### src/rtl/lfq_pkg.sv
// shared types, codes and defaults for the line framer with drop-oldest queue
// no dependencies; every rtl module imports this package
package lfq_pkg;

    localparam int LINE_CAPACITY_DEF  = 4;
    localparam int MAX_LINE_BYTES_DEF = 8192;

    localparam int              LIMIT_W     = 14;
    localparam logic [LIMIT_W-1:0] LIMIT_RESET = 14'd8192;

    localparam logic [7:0] CH_LF = 8'h0A;
    localparam logic [7:0] CH_CR = 8'h0D;

    localparam logic MODE_PUSH = 1'b0;
    localparam logic MODE_READ = 1'b1;

    // entries of the command queue between front and back
    localparam int CMD_Q_DEPTH = 2;

    typedef enum logic [2:0] {
        ST_STORED      = 3'd0,
        ST_QUEUED      = 3'd1,
        ST_QUEUED_DROP = 3'd2,
        ST_EMPTY_TERM  = 3'd3,
        ST_OVERFLOW    = 3'd4,
        ST_READ        = 3'd5,
        ST_QEMPTY      = 3'd6
    } t_status;

    typedef struct packed {
        logic       mode;
        logic [7:0] data_byte;
    } t_in_word;

    typedef struct packed {
        t_status    status;
        logic [7:0] out_byte;
        logic       last_of_line;
        logic [2:0] lines_waiting;
    } t_out_word;

    // classified item as handed from front to back
    typedef struct packed {
        t_status    status;
        logic       last;
        logic [2:0] lines;
        logic [7:0] data;
    } t_cmd_info;

    localparam int CMD_INFO_W = $bits(t_cmd_info);

endpackage

### src/rtl/lfq_front.sv
// front: accepts words, holds all line and queue bookkeeping, classifies each word
// depends on lfq_pkg; feeds lfq_fifo with a classified command and a byte address
module lfq_front #(
    parameter int   LINE_CAPACITY  = lfq_pkg::LINE_CAPACITY_DEF,
    parameter int   MAX_LINE_BYTES = lfq_pkg::MAX_LINE_BYTES_DEF,
    localparam int  ADDR_W = $clog2(LINE_CAPACITY + 1) + $clog2(MAX_LINE_BYTES)
) (
    input  logic                          i_clk,
    input  logic                          i_rst_n,
    input  logic                          i_cfg_we,
    input  logic [lfq_pkg::LIMIT_W-1:0]   i_cfg_data,
    input  logic                          i_in_valid,
    output logic                          o_in_stall,
    input  lfq_pkg::t_in_word             i_in_word,
    input  logic                          i_q_full,
    output logic                          o_q_push,
    output lfq_pkg::t_cmd_info            o_cmd_info,
    output logic [ADDR_W-1:0]             o_cmd_addr
);
    import lfq_pkg::*;

    localparam int SLOT_W = $clog2(LINE_CAPACITY + 1);
    localparam int OFF_W  = $clog2(MAX_LINE_BYTES);
    localparam int LEN_W  = $clog2(MAX_LINE_BYTES + 1);
    localparam int CNT_W  = $clog2(LINE_CAPACITY + 1);
    localparam int CMP_W  = (LEN_W > LIMIT_W) ? LEN_W : LIMIT_W;

    localparam logic [SLOT_W-1:0] SLOT_LAST = SLOT_W'(LINE_CAPACITY);
    localparam logic [CNT_W-1:0]  CNT_FULL  = CNT_W'(LINE_CAPACITY);
    localparam logic [LEN_W-1:0]  LEN_MAX   = LEN_W'(MAX_LINE_BYTES);

    // one spare physical slot: the line being assembled never shares a slot
    // with a queued line, so no copy is needed when a line completes
    function automatic logic [SLOT_W-1:0] slot_inc(input logic [SLOT_W-1:0] s);
        return (s == SLOT_LAST) ? '0 : s + SLOT_W'(1);
    endfunction

    logic [LIMIT_W-1:0] r_limit;
    logic [LEN_W-1:0]   r_asm_len,   n_asm_len;
    logic [SLOT_W-1:0]  r_asm_slot,  n_asm_slot;
    logic [SLOT_W-1:0]  r_head_slot, n_head_slot;
    logic [CNT_W-1:0]   r_count,     n_count;
    logic [OFF_W-1:0]   r_roff,      n_roff;
    // lengths of queued lines, oldest at entry zero
    logic [LEN_W-1:0]   r_len [LINE_CAPACITY];
    logic [LEN_W-1:0]   n_len [LINE_CAPACITY];

    logic      w_accept;
    logic      w_is_term;
    logic      w_at_limit;
    logic      w_full;
    logic      w_last_rd;
    t_cmd_info w_info;
    logic [ADDR_W-1:0] w_addr;

    assign w_accept   = i_in_valid && !i_q_full;
    assign w_is_term  = (i_in_word.data_byte == CH_LF) || (i_in_word.data_byte == CH_CR);
    assign w_at_limit = (CMP_W'(r_asm_len) >= CMP_W'(r_limit)) || (r_asm_len >= LEN_MAX);
    assign w_full     = (r_count == CNT_FULL);
    assign w_last_rd  = (LEN_W'(r_roff) + LEN_W'(1)) >= r_len[0];

    always_comb begin
        n_asm_len   = r_asm_len;
        n_asm_slot  = r_asm_slot;
        n_head_slot = r_head_slot;
        n_count     = r_count;
        n_roff      = r_roff;
        n_len       = r_len;
        w_info      = '{status: ST_STORED, last: 1'b0, lines: 3'd0, data: 8'd0};
        w_addr      = '0;

        if (i_in_word.mode == MODE_PUSH) begin
            if (w_is_term) begin
                if (r_asm_len != '0) begin
                    if (w_full) begin
                        // drop the oldest line to make room
                        w_info.status = ST_QUEUED_DROP;
                        n_head_slot   = slot_inc(r_head_slot);
                        n_roff        = '0;
                        for (int i = 0; i < LINE_CAPACITY - 1; i++) begin
                            n_len[i] = r_len[i+1];
                        end
                        n_len[LINE_CAPACITY-1] = r_asm_len;
                    end else begin
                        w_info.status = ST_QUEUED;
                        for (int i = 0; i < LINE_CAPACITY; i++) begin
                            if (CNT_W'(i) == r_count) begin
                                n_len[i] = r_asm_len;
                            end
                        end
                        n_count = r_count + CNT_W'(1);
                    end
                    n_asm_slot = slot_inc(r_asm_slot);
                    n_asm_len  = '0;
                end else begin
                    w_info.status = ST_EMPTY_TERM;
                end
            end else if (w_at_limit) begin
                w_info.status = ST_OVERFLOW;
                n_asm_len     = '0;
            end else begin
                w_info.status = ST_STORED;
                w_info.data   = i_in_word.data_byte;
                w_addr        = {r_asm_slot, OFF_W'(r_asm_len)};
                n_asm_len     = r_asm_len + LEN_W'(1);
            end
        end else if (r_count == '0) begin
            w_info.status = ST_QEMPTY;
        end else begin
            w_info.status = ST_READ;
            w_addr        = {r_head_slot, r_roff};
            if (w_last_rd) begin
                w_info.last = 1'b1;
                n_head_slot = slot_inc(r_head_slot);
                n_count     = r_count - CNT_W'(1);
                n_roff      = '0;
                for (int i = 0; i < LINE_CAPACITY - 1; i++) begin
                    n_len[i] = r_len[i+1];
                end
            end else begin
                n_roff = r_roff + OFF_W'(1);
            end
        end

        w_info.lines = 3'(n_count);
    end

    always_ff @(posedge i_clk) begin
        if (!i_rst_n) begin
            r_limit     <= LIMIT_RESET;
            r_asm_len   <= '0;
            r_asm_slot  <= '0;
            r_head_slot <= '0;
            r_count     <= '0;
            r_roff      <= '0;
        end else begin
            if (i_cfg_we) begin
                r_limit <= i_cfg_data;
            end
            if (w_accept) begin
                r_asm_len   <= n_asm_len;
                r_asm_slot  <= n_asm_slot;
                r_head_slot <= n_head_slot;
                r_count     <= n_count;
                r_roff      <= n_roff;
            end
        end
    end

    always_ff @(posedge i_clk) begin
        if (w_accept) begin
            r_len <= n_len;
        end
    end

    assign o_in_stall = i_q_full;
    assign o_q_push   = w_accept;
    assign o_cmd_info = w_info;
    assign o_cmd_addr = w_addr;

endmodule

### config.mk
export PLATFORM = sky130hd
export DESIGN_NAME = lfq_front
export DESIGN_NICKNAME = d
export VERILOG_FILES = /design/src/rtl/lfq_pkg.sv /design/src/rtl/lfq_front.sv
export SDC_FILE = /design/constraint.sdc
export NUM_CORES = 1
export LEC_CHECK = 0
export BUFFER_PORTS_ARGS = -buffer_cell sky130_fd_sc_hd__buf_2
export CORE_MARGIN = 2
export CORE_UTILIZATION = 30
export CTS_BUF_LIST = sky130_fd_sc_hd__clkbuf_4
export DETAILED_ROUTE_END_ITERATION = 10
export GPL_ROUTABILITY_DRIVEN = 1
export GPL_TIMING_DRIVEN = 0
export PLACE_DENSITY = 0.46
export SYNTH_ARGS = -nofsm -noshare
export SYNTH_HDL_FRONTEND = slang
export SYNTH_SLANG_ARGS = --single-unit
### constraint.sdc
create_clock -name i_clk -period 4.45 [get_ports i_clk]
set_clock_uncertainty 0.2 [all_clocks]
set_input_delay 0.89 -clock i_clk [delete_from_list [all_inputs] [get_ports i_clk]]
set_output_delay 0.89 -clock i_clk [all_outputs]
set_load 0.02 [all_outputs]
==> out/qor.txt <==
Initial DRT Pass Iterations: 4
Die W: 145 um
Critical path class: register to output port
Root Buffer: clkbuf_4
CP Data Required Time: 3360 ps
Synth top cells by count: a22o_1 (56), edfxtp_1 (56), nand2_1 (53)
Number of distinct library cells after synthesis: 60
Die Y: 145 um
Fmax: 0.221 GHz
Mapped Cells: 606
Most frequent CP cell: nand3_4
Synth area leader: edfxtp_1
Final HPWL DP: 12.3 mm
M1 WL: 7.31 mm
WP data arrival: 3430 ps
Hold Vio Cnt, Final: 0
Crit path cell chain: ha_4, and3_4, nand3_4, nor2_4, nand3_2, xnor2_2, ha_1, and4_4, nand3_4, a21oi_4, a31oi_4, o211a_1, a211o_1, buf_6
Highest routed layer: met4
Failing checks: negative setup slack
CTS H-tree lvls: 3
DRT antenna net count: 0
CP max stage delay: 440 ps
PwrDens: 237 nW/um^2
Placeable Area: 19500 um^2
Post-synth EDFFs: 56
Max_cap viols: 0
RD Place Congestion: 0.840
CP max-delay cell: dfxtp_4
HP Class: register to register
WL final: 16.2 mm
Setup WS pre-CTS: -925 ps
Sum Neg Setup Slack: -105 ps
Average cell area after synthesis: 9.85 um^2
Yosys Warn Count: 0
Fin. max-slew vios: 0
Post-route DRC: 0
Clk sinks: 106
Initial detailed-routing violation count: 245
IO Pins: 61
Clock Latency Late Sink: 480 ps
Synth top area share: 0.282
Met2 WL: 7.60 mm
Clock slew seen by the registers of the worst setup and hold paths: 160 ps
Hold path start: r_asm_len[0]
Fill count: 2019
Initial antenna violation count: 1
Critical Path End Type: output port
Fin crit share: 1.02
Fin worst setup slack: -69.9 ps
Seq/Total Area, Yosys: 0.449
Worst Path Max Fanout: 4
Period minus WS final: 4520 ps
First-pass GRT wire length: 26.3 mm
Largest net degree at the start of global routing: 18
Gr ovfl total: 0
Syn Nets: 674
Cell area after synthesis: 5970 um^2
Share of flip-flops with an asynchronous set or reset: 0
FF+latch count, synth: 106
Startpoint types: register
RR Startpoint: r_roff[0]
Status: finished with violations
Via density: 5.01
Number of vias in the routed layout: 4870
Area Growth Syn to Fin: 20.7%
Total global-route track usage: 0.157
Synth area leaders: edfxtp_1 (28%), dfxtp_1 (17%), ha_1 (8.4%)
PortBufs: 58
CTS tree: built
Die ar.: 21000 um^2
Rel. slew slack: 0.357
Primary FF master, synth: edfxtp_1
DR WL/cell: 16.7 um
Worst slew pin tran: 962 ps
Vias in the first global route: 4974
CP Launch Point: r_roff[0]
# rows: 51
Met3 wire len: 648 um
RSZ-0062 raised after global routing: true
Maximum vdd drop: 127 uV
Clk buf depth: 2
CTS Buf Count: 9
Final Setup Violations: 2
Final Net Count: 769
Share of cells above drive strength 1: 0.224
Initial core utilization: 0.306
Leak: 3.03 nW
## timing repair
item,CTS,global route
buffers inserted,18,9
pin swaps,15,8
hold buffers,0,0
resized for setup,51,11
endpoints found under the setup margin,60,17
## layer usage
layer	up-vias	global-route usage
met1	2320	0.196
met3	26	0.0371
li1	2421	-
met2	103	0.260
met5	-	0
met4	0	0.0701
## final timing paths
| path | cells after the start | endpoint | slack [ps] |
|---|---|---|---|
| min reg2reg | 0 | r_len[0] | 290 |
| max | 14 | o_cmd_info[9] | -70 |
| max reg2reg | 17 | r_len[40] | 470 |
| min | 0 | r_len[0] | 290 |
## cell families (layout without fill, tap and decap cells)
family / Yosys count / in the layout / share of synthesized area
and+or+nand+nor: 197 / 197 / 0.166
AOI/OAI and AO/OA: 141 / 141 / 0.185
buffers and inverters: 83 / 183 / 0.0551
other: 0 / 1 / 0
DFF: 106 / 106 / 0.449
xor gates and xnor gates: 21 / 21 / 0.0308
muxes: 18 / 18 / 0.0302
adders and majority gates: 40 / 40 / 0.0838
## where the power goes
group	internal, mW	total [mW]	switching, mW
Sequential	1.03	1.03	0.00598
Clock	0.179	0.509	0.329
Combinational	0.0618	0.164	0.102
Total	1.27	1.71	0.438
## flip-flops by register name, summed over array words and instances, names as in the netlist
name         cells
r_asm_len       14
r_asm_slot       3
r_count          3
r_head_slot      3
r_len           56
r_limit         14
r_roff          13
## critical path, delay by kind of cell, from the launching register on
kind                       cells  cell delay (ps)
and+or+nand+nor                6              890
AOI/OAI and AO/OA              4              880
adders and majority gates      2              450
DFF                            1              440
xor gates and xnor gates       1              170
buffers and inverters          1              130
## layout by cell type, fill, tap and decap left out, types with 7 or more instances in the layout
master / count
buf_2: 60
a22o_1: 56
edfxtp_1: 56
nand2_1: 52
nor2_1: 44
inv_1: 43
dfxtp_1: 40
ha_1: 39
buf_4: 32
clkbuf_1: 23
a21oi_1: 19
nand3_1: 18
mux2i_1: 18
and3_1: 16
nand4_1: 15
xor2_1: 12
clkbuf_4: 10
nor3_1: 9
o21ai_0: 9
nand2b_1: 8
a21o_1: 8
xnor2_1: 7
## area by class of cell
| class | count | area (um^2) | area share |
|---|---|---|---|
| Buffer | 35 | 150 | 0.0208 |
| Timing Repair Buffer | 88 | 539 | 0.0748 |
| Sequential cell | 106 | 2710 | 0.376 |
| Clock inverter | 6 | 67.6 | 0.00938 |
| Inverter | 44 | 165 | 0.0229 |
| Tap cell | 265 | 332 | 0.0460 |
| Multi-Input combinational cell | 417 | 3160 | 0.439 |
| Clock buffer | 10 | 75.1 | 0.0104 |
| Antenna cell | 1 | 2.50 | 0.000347 |
## through the flow
stage	total power [mW]	instances	instance area, um^2	hold slack [ps]	utilization
final	1.71	972	7210	288	0.369
after global routing	1.79	972	7210	308	0.369
after detailed placement	1.22	931	6620	256	0.339
after global placement	1.21	929	6590	248	0.338
after CTS	1.73	961	7090	294	0.363
after floorplan	1.16	606	5970	232	-
No activity file was read; power rests on OpenSTA's default activity.
