===== config.mk =====
export PLATFORM = sky130hd
export DESIGN_NAME = lfq_fifo
export DESIGN_NICKNAME = d
export VERILOG_FILES = /design/src/rtl/lfq_pkg.sv /design/src/rtl/lfq_fifo.sv
export SDC_FILE = /design/constraint.sdc
export NUM_CORES = 1
export LEC_CHECK = 0
export BUFFER_PORTS_ARGS = -buffer_cell sky130_fd_sc_hd__buf_4
export CORE_MARGIN = 2
export CORE_UTILIZATION = 45
export DETAILED_ROUTE_END_ITERATION = 10
export PLACE_DENSITY = 0.78
export SYNTH_ARGS = -nofsm -noshare
export SYNTH_HDL_FRONTEND = slang
export SYNTH_SLANG_ARGS = --single-unit

===== constraint.sdc =====
create_clock -name i_clk -period 3.3 [get_ports i_clk]
set_clock_uncertainty 0.15 [all_clocks]
set_input_delay 0.165 -clock i_clk [delete_from_list [all_inputs] [get_ports i_clk]]
set_output_delay 0.165 -clock i_clk [all_outputs]
set_load 0.005 [all_outputs]

===== src/rtl/lfq_pkg.sv =====
// shared types, codes and defaults for the line framer with drop-oldest queue
// no dependencies; every rtl module imports this package
package lfq_pkg;

    localparam int LINE_CAPACITY_DEF  = 4;
    localparam int MAX_LINE_BYTES_DEF = 8192;

    localparam int              LIMIT_W     = 14;
    localparam logic [LIMIT_W-1:0] LIMIT_RESET = 14'd8192;

    localparam logic [7:0] CH_LF = 8'h0A;
    localparam logic [7:0] CH_CR = 8'h0D;

    localparam logic MODE_PUSH = 1'b0;
    localparam logic MODE_READ = 1'b1;

    // entries of the command queue between front and back
    localparam int CMD_Q_DEPTH = 2;

    typedef enum logic [2:0] {
        ST_STORED      = 3'd0,
        ST_QUEUED      = 3'd1,
        ST_QUEUED_DROP = 3'd2,
        ST_EMPTY_TERM  = 3'd3,
        ST_OVERFLOW    = 3'd4,
        ST_READ        = 3'd5,
        ST_QEMPTY      = 3'd6
    } t_status;

    typedef struct packed {
        logic       mode;
        logic [7:0] data_byte;
    } t_in_word;

    typedef struct packed {
        t_status    status;
        logic [7:0] out_byte;
        logic       last_of_line;
        logic [2:0] lines_waiting;
    } t_out_word;

    // classified item as handed from front to back
    typedef struct packed {
        t_status    status;
        logic       last;
        logic [2:0] lines;
        logic [7:0] data;
    } t_cmd_info;

    localparam int CMD_INFO_W = $bits(t_cmd_info);

endpackage


===== src/rtl/lfq_fifo.sv =====
// short command queue between the classifying front and the memory back
// depends on lfq_pkg for its depth
module lfq_fifo #(
    parameter int W = 32
) (
    input  logic         i_clk,
    input  logic         i_rst_n,
    input  logic         i_push,
    input  logic [W-1:0] i_data,
    output logic         o_full,
    output logic         o_valid,
    output logic [W-1:0] o_data,
    input  logic         i_pop
);
    import lfq_pkg::*;

    localparam int PTR_W = (CMD_Q_DEPTH > 1) ? $clog2(CMD_Q_DEPTH) : 1;
    localparam int CNT_W = $clog2(CMD_Q_DEPTH + 1);
    localparam logic [PTR_W-1:0] PTR_LAST = PTR_W'(CMD_Q_DEPTH - 1);
    localparam logic [CNT_W-1:0] CNT_FULL = CNT_W'(CMD_Q_DEPTH);

    logic [W-1:0]     r_data [CMD_Q_DEPTH];
    logic [PTR_W-1:0] r_wptr, n_wptr;
    logic [PTR_W-1:0] r_rptr, n_rptr;
    logic [CNT_W-1:0] r_cnt, n_cnt;

    always_comb begin
        n_wptr = r_wptr;
        n_rptr = r_rptr;
        n_cnt  = r_cnt;
        if (i_push) begin
            n_wptr = (r_wptr == PTR_LAST) ? '0 : r_wptr + PTR_W'(1);
        end
        if (i_pop) begin
            n_rptr = (r_rptr == PTR_LAST) ? '0 : r_rptr + PTR_W'(1);
        end
        if (i_push && !i_pop) begin
            n_cnt = r_cnt + CNT_W'(1);
        end else if (i_pop && !i_push) begin
            n_cnt = r_cnt - CNT_W'(1);
        end
    end

    always_ff @(posedge i_clk) begin
        if (!i_rst_n) begin
            r_wptr <= '0;
            r_rptr <= '0;
            r_cnt  <= '0;
        end else begin
            r_wptr <= n_wptr;
            r_rptr <= n_rptr;
            r_cnt  <= n_cnt;
        end
    end

    always_ff @(posedge i_clk) begin
        if (i_push) begin
            r_data[r_wptr] <= i_data;
        end
    end

    assign o_full  = (r_cnt == CNT_FULL);
    assign o_valid = (r_cnt != '0);
    assign o_data  = r_data[r_rptr];

endmodule


==> results of run 1 <==
==> stage by stage <==
stage               setup WS (ns)  utilization, %  power [mW]  area (sq um)
detailed placement          1.397           57.27       1.264          3134
global placement            1.378           57.27       1.257          3134
floorplan                  0.9475               -       1.141          2531
finish                      1.085           66.00       1.799          3612
global route               0.9781           66.00       1.876          3612
CTS                         1.036           66.00       1.819          3612
==> timing repair <==
| item | in CTS | in global routing |
|---|---|---|
| hold buffers | 33 | 0 |
| endpoints found under the hold margin | 69 | 0 |
| setup buffers | 0 | 0 |
==> power groups by stage <==
| stage | clock (mW) | combinational, mW | sequential, mW |
|---|---|---|---|
| finish | 0.524 | 0.247 | 1.03 |
| floorplan | 0 | 0.104 | 1.04 |
| global placement | 0 | 0.211 | 1.05 |
| global route | 0.576 | 0.268 | 1.03 |
| CTS | 0.541 | 0.249 | 1.03 |
| detailed placement | 0 | 0.216 | 1.05 |
==> placed cells by master, fill, tap and decap left out <==
cell type,count
o21a_1,1
ha_1,1
clkbuf_8,9
inv_1,1
nor2b_1,1
and2_1,4
clkinv_1,3
o21ai_0,1
buf_4,71
or3_1,1
dlygate4sd3_1,33
xnor2_1,1
mux2_1,2
a21boi_1,1
xor2_1,2
mux2_2,30
clkinv_2,1
clkbuf_1,2
edfxtp_1,64
nor2b_4,1
and2b_2,1
dfxtp_1,5
or2_2,1
==> final cells by class <==
| type | instances | area [sq um] | share of cell area, % |
|---|---|---|---|
| clock buffer | 11 | 131.4 | 3.637 |
| clock inverter | 4 | 16.27 | 0.4503 |
| inverter | 1 | 3.754 | 0.1039 |
| multi-input combinational | 48 | 485.5 | 13.44 |
| sequential | 69 | 2022 | 55.98 |
| tap | 72 | 90.09 | 2.494 |
| timing repair buffer | 104 | 863.3 | 23.90 |
==> how the worst min path moves through the flow <==
stage                          start             to  slack, ns  cells past startpoint
after global placement     i_data[6]   r_data[0][6]       0.20                      1
after floorplan            i_data[0]   r_data[0][0]       0.11                      0
after CTS                      i_pop         r_rptr       0.01                      3
final                          i_pop         r_rptr       0.03                      3
after global routing          i_push         r_wptr       0.04                      3
after detailed placement  i_data[30]  r_data[1][30]       0.20                      1
==> routing by layer <==
metal	up-vias	global-route usage (%)	share of wire, %
li1	689	-	-
met1	729	16.34	38
met2	53	27.29	54
met3	9	4.318	5.9
met4	0	8.276	2.4
met5	-	0	0
==> kinds of logic after synthesis <==
group | Yosys count | share of synthesized area, %
muxes | 32 | 14.24
xor gates and xnor gates | 3 | 1.038
buffers and inverters | 5 | 1.235
DFF | 69 | 79.88
adders and majority gates | 1 | 0.4942
and+or+nand+nor | 9 | 2.323
AOI/OAI and AO/OA | 3 | 0.7909
==> flip-flops by register name, summed over array words and instances, names as in the netlist, named ones only <==
signal,count
r_wptr,1
r_cnt,2
r_rptr,1
r_data,64
==> synth_stat cells <==
master     n
or2_2      1
mux2_1     2
o21ai_0    1
and2b_2    1
xnor2_1    1
edfxtp_1  64
mux2_2    30
xor2_1     2
or3_1      1
clkbuf_2   1
dfxtp_1    5
a21boi_1   1
o21a_1     1
inv_1      1
and2_1     4
buf_4      3
ha_1       1
nor2b_1    2
==> worst register-to-register path, delay by kind of cell, from the launching register on <==
kind	cells	cell delay [ns]
AND/OR/NAND/NOR	1	0.50
flip-flops	1	0.40
buffers and inverters	1	0.40
==> run summary, run 1 <==
run status = finished clean
diode count = 0
cell taking the most area after synthesis = edfxtp_1
area grow syn2layout = 42.71%
P_int = 1.426 mW
worst vdd ir = 0.2618 mV
CTS Sinks = 69
Reg power frac = 57.2%
Synth Instances = 122
die area = 0.006241 sq mm
R2R cell count = 2
Synth top area share = 75.93%
Post-Syn Nets = 159
slew margin rel. = 38.06%
PwrDens = 498.2 mW/mm^2
max capacitance violation total = 0
post-cts gate resize count = 0
slew of the pin with the lowest slew margin = 0.9272 ns
1st-iter DRT viols = 86
Final min period = 2.215 ns
Comb pwr share = 13.7%
Levels on crit path = 3
CP max-delay cell = dfxtp_1
Ports = 70
Die H = 79 um
Layout fillers = 398
CTS tree = built
LEAKAGE = 1.384 nW
final setup violation count = 0
Switch Pwr = 0.3731 mW
Worst Path Required = 2.98 ns
Hold Crit Class = in2reg
vias in the first global route = 1482
Finished Layout Cells = 309
TNS Setup = 0 ns
most area-consuming cells after synthesis = edfxtp_1, mux2_2, dfxtp_1, and2_1, buf_4
Fin Hold WS = 0.02821 ns
max-slew violation count = 0
cells along the critical path = buf_4, mux2_2, buf_4
Final period util = 67.13%
Starting Density = 46.25%
vias = 1480
clock buffer depth = 2
Port Buffers = 69
ANT nets after route = 0
DRC Markers = 0
final WL = 4507 um
share of cells above drive strength 1 = 48.10%
Slowest Stage Delay on Critical Path = 0.69 ns
gpl congestion = 0.6460
crit path kind = reg2out
fmax = 451.4 MHz
RSZ-0062 raised after global routing = false
clk slew on worst S/H paths = 0.06 ns
Bufs and invs on worst path = 2
critical path endpoint category = output pin
r2r endpoint = r_data[1][5]
gr usage total = 15.32%
Mapped Area = 0.002531 sq mm
switch share = 20.73%
cell mode on critical path = buf_4
WL/cell = 14.59 um
synth unique cells = 18
root buf cell = clkbuf_8
Die X = 79 um
largest net degree at the start of global routing = 34
delay-heaviest family, CP = flip-flops
1st-pass router iterations = 4
post-synthesis area per instance = 20.75 sq um
r2r setup slk = 1.52 ns
Final Hold Fails = 0
layout net count = 270
Placed Cells = 261
worst-skew pair later-pin latency = 0.32 ns
Seq/Total Area, Yosys = 79.88%
Rows = 27
register bit total from synthesis = 69
reg-to-reg startpoint = r_wptr
synthesis warning total = 0
Worst Setup Start Kind = flop
Worst Path Arrival = 1.90 ns
first-pass GRT wire length = 6893 um
H-tree depth = 3
core area = 0.005473 sq mm
TritonCTS buffer count = 9
end point of the critical path = o_data[28]
global route overflow = 0
part of the power in the clock network = 29.1%
initial antenna violation count = 0
vias per cell = 4.790
Final HPWL DP = 2842 um
crit path max fanout = 19
Note: power is estimated with default switching activity, not from simulation.
==> inputs of run 2 (changes only) <==
PLACE_DENSITY = 0.81   (was 0.78)
clock period = 1.95 ns   (was 3.3 ns; I/O delays follow)
==> run 2 against run 1 <==
Effect of this change: cell count increased by 2.3%; sequential cell count unchanged; setup slack got worse by 0.86 ns; largest cell class unchanged; routed wire length is 5.1% higher; largest power group unchanged; first-iteration DRC count decreased by 45%; critical path depth unchanged; core utilization rose by 2.2 points; non-clock buffer count up 6; sequential power up 68%; worst hold slack improved by 0.30 ns.
==> run summary, run 2 (synthesized netlist as in run 1, its figures left out) <==
run status = finished clean
vias = 1469 (-0.74%)
largest register by flop count = r_data
root buf cell = clkbuf_8
area of the multi-input gates = 485.5 sq um (unchanged)
H-tree depth = 3 (unchanged)
Hold Crit Class = in2reg
CTS Sinks = 69 (unchanged)
DRC Markers = 0 (unchanged)
area grow syn2layout = 47.55%
LEAKAGE = 1.447 nW (+4.5%)
Final min period = 1.721 ns
TNS Setup = 0 ns (unchanged)
clk slew on worst S/H paths = 0.07 ns (about the same)
commonest non-fill, non-tap cells in the layout = buf_4, edfxtp_1, dlygate4sd3_1
post-cts gate resize count = 0 (unchanged)
max FFs per register = 64 (unchanged)
Worst Path Required = 1.70 ns (-1.28 ns)
slew margin rel. = 75.56% (+38 points)
Reg area = 0.002022 sq mm (unchanged)
Port Buffers = 69 (unchanged)
Worst Path Arrival = 1.47 ns (-0.43 ns)
diode count = 0 (unchanged)
Tot Pwr = 3.374 mW (+87%)
final WL = 4736 um (+5.1%)
max capacitance violation total = 0 (unchanged)
slew of the pin with the lowest slew margin = 0.3659 ns (-0.5613 ns)
PwrDens = 903.3 mW/mm^2 (+81%)
RSZ-0062 raised after global routing = false
Final period util = 88.27%
CTS Hold Bufs = 36 (+9.1%)
Worst Setup Start Kind = flop
vias in the first global route = 1538 (+3.8%)
Final Hold Fails = 0 (unchanged)
worst-skew pair later-pin latency = 0.33 ns (about the same)
WL/cell = 14.99 um (+2.8%)
worst setup margin = 0.2288 ns (-0.8559 ns)
crit path max fanout = 20 (+1)
most common cell after layout, fill and taps aside = buf_4
vias per cell = 4.649 (-2.9%)
# Post-CTS Setup Buffers = 0 (unchanged)
1st-pass router iterations = 2 (-2)
Final HPWL DP = 2894 um (+1.8%)
CTS tree = built
worst vdd ir = 0.5959 mV (+130%)
Starting Density = 46.25% (unchanged)
Finished Layout Cells = 316 (+2.3%)
die area = 0.006241 sq mm (unchanged)
clock buffer depth = 2 (unchanged)
max-slew violation count = 0 (unchanged)
final setup violation count = 0 (unchanged)
Die X = 79 um (unchanged)
crit path kind = reg2out
DP Worst Slack = 0.5764 ns (-0.8203 ns)
initial antenna violation count = 0 (unchanged)
ANT nets after route = 0 (unchanged)
Top Registers = r_data x64, r_cnt x2
Die H = 79 um (unchanged)
1st-iter DRT viols = 47 (-45%)
Rows = 27 (unchanged)
TritonCTS buffer count = 9 (unchanged)
largest net degree at the start of global routing = 24 (-29%)
fmax = 581.0 MHz
critical path endpoint category = output pin
core area = 0.005473 sq mm (unchanged)
global route overflow = 0 (unchanged)
Placed Cells = 264 (+1.1%)
gpl congestion = 0.6965 (+7.8%)
first-pass GRT wire length = 7258 um (+5.3%)
layout net count = 276 (+2.2%)
share of cells above drive strength 1 = 49.18% (+1.1 points)
Layout fillers = 378 (-5.0%)
Ports = 70 (unchanged)
gr usage total = 16.29% (+0.98 points)
==> run 2: cell types whose count changed in the layout (fill, tap and decap cells not counted) <==
cell,delta
dlygate4sd3_1,+3
clkinv_1,-1
buf_4,+2
bufinv_16,+2
buf_12,+1
clkbuf_1,-1
clkinv_2,+1
==> run 2: area by class of cell <==
type | count | area share (%)
Clock inverter | 6 | 2.077
Inverter | 1 | 0.1005
Clock buffer | 10 | 3.417
Timing Repair Buffer | 110 | 24.86
Sequential cell | 69 | 54.14
Multi-Input combinational cell | 48 | 13.00
Tap cell | 72 | 2.412
==> run 2: stage by stage <==
| stage | hold WS, ns | utilization [%] | area (sq um) |
|---|---|---|---|
| 2_1_floorplan | 0.04637 | - | 2534 |
| 3_3_place_gp | 0.1335 | 57.91 | 3169 |
| 3_5_place_dp | 0.1356 | 57.91 | 3169 |
| 4_1_cts | 0.3216 | 68.24 | 3735 |
| 5_1_grt | 0.3272 | 68.24 | 3735 |
| 6_report | 0.3331 | 68.24 | 3735 |
==> run 2: report_power, final <==
part | switching [mW] | internal (mW) | leakage [nW]
registers | 0.0242 | 1.71 | 0.642
clock network | 0.488 | 0.707 | 0.105
logic | 0.167 | 0.282 | 0.699
==> run 2: critical path, cell delays in order (launching register included) <==
cell     delay [ns]
dfxtp_1        0.33
buf_4          0.28
mux2_2         0.39
buf_4          0.14
==> run 2: routing by layer <==
| layer | share of wire [%] | track usage (%) |
|---|---|---|
| met1 | 40 | 17.94 |
| met2 | 50 | 26.95 |
| met3 | 7.7 | 7.273 |
| met4 | 1.8 | 7.759 |
| met5 | 0 | 0 |
==> run 2: final timing paths <==
check                        to  slack (ns)  depth (start not counted)        from
setup reg to reg         r_rptr        0.54                          3      r_rptr
hold / removal    r_data[0][13]        0.33                          2  i_data[13]
setup / recovery      o_data[9]        0.23                          3        flop
hold reg to reg        r_cnt[1]        0.36                          2    r_cnt[1]
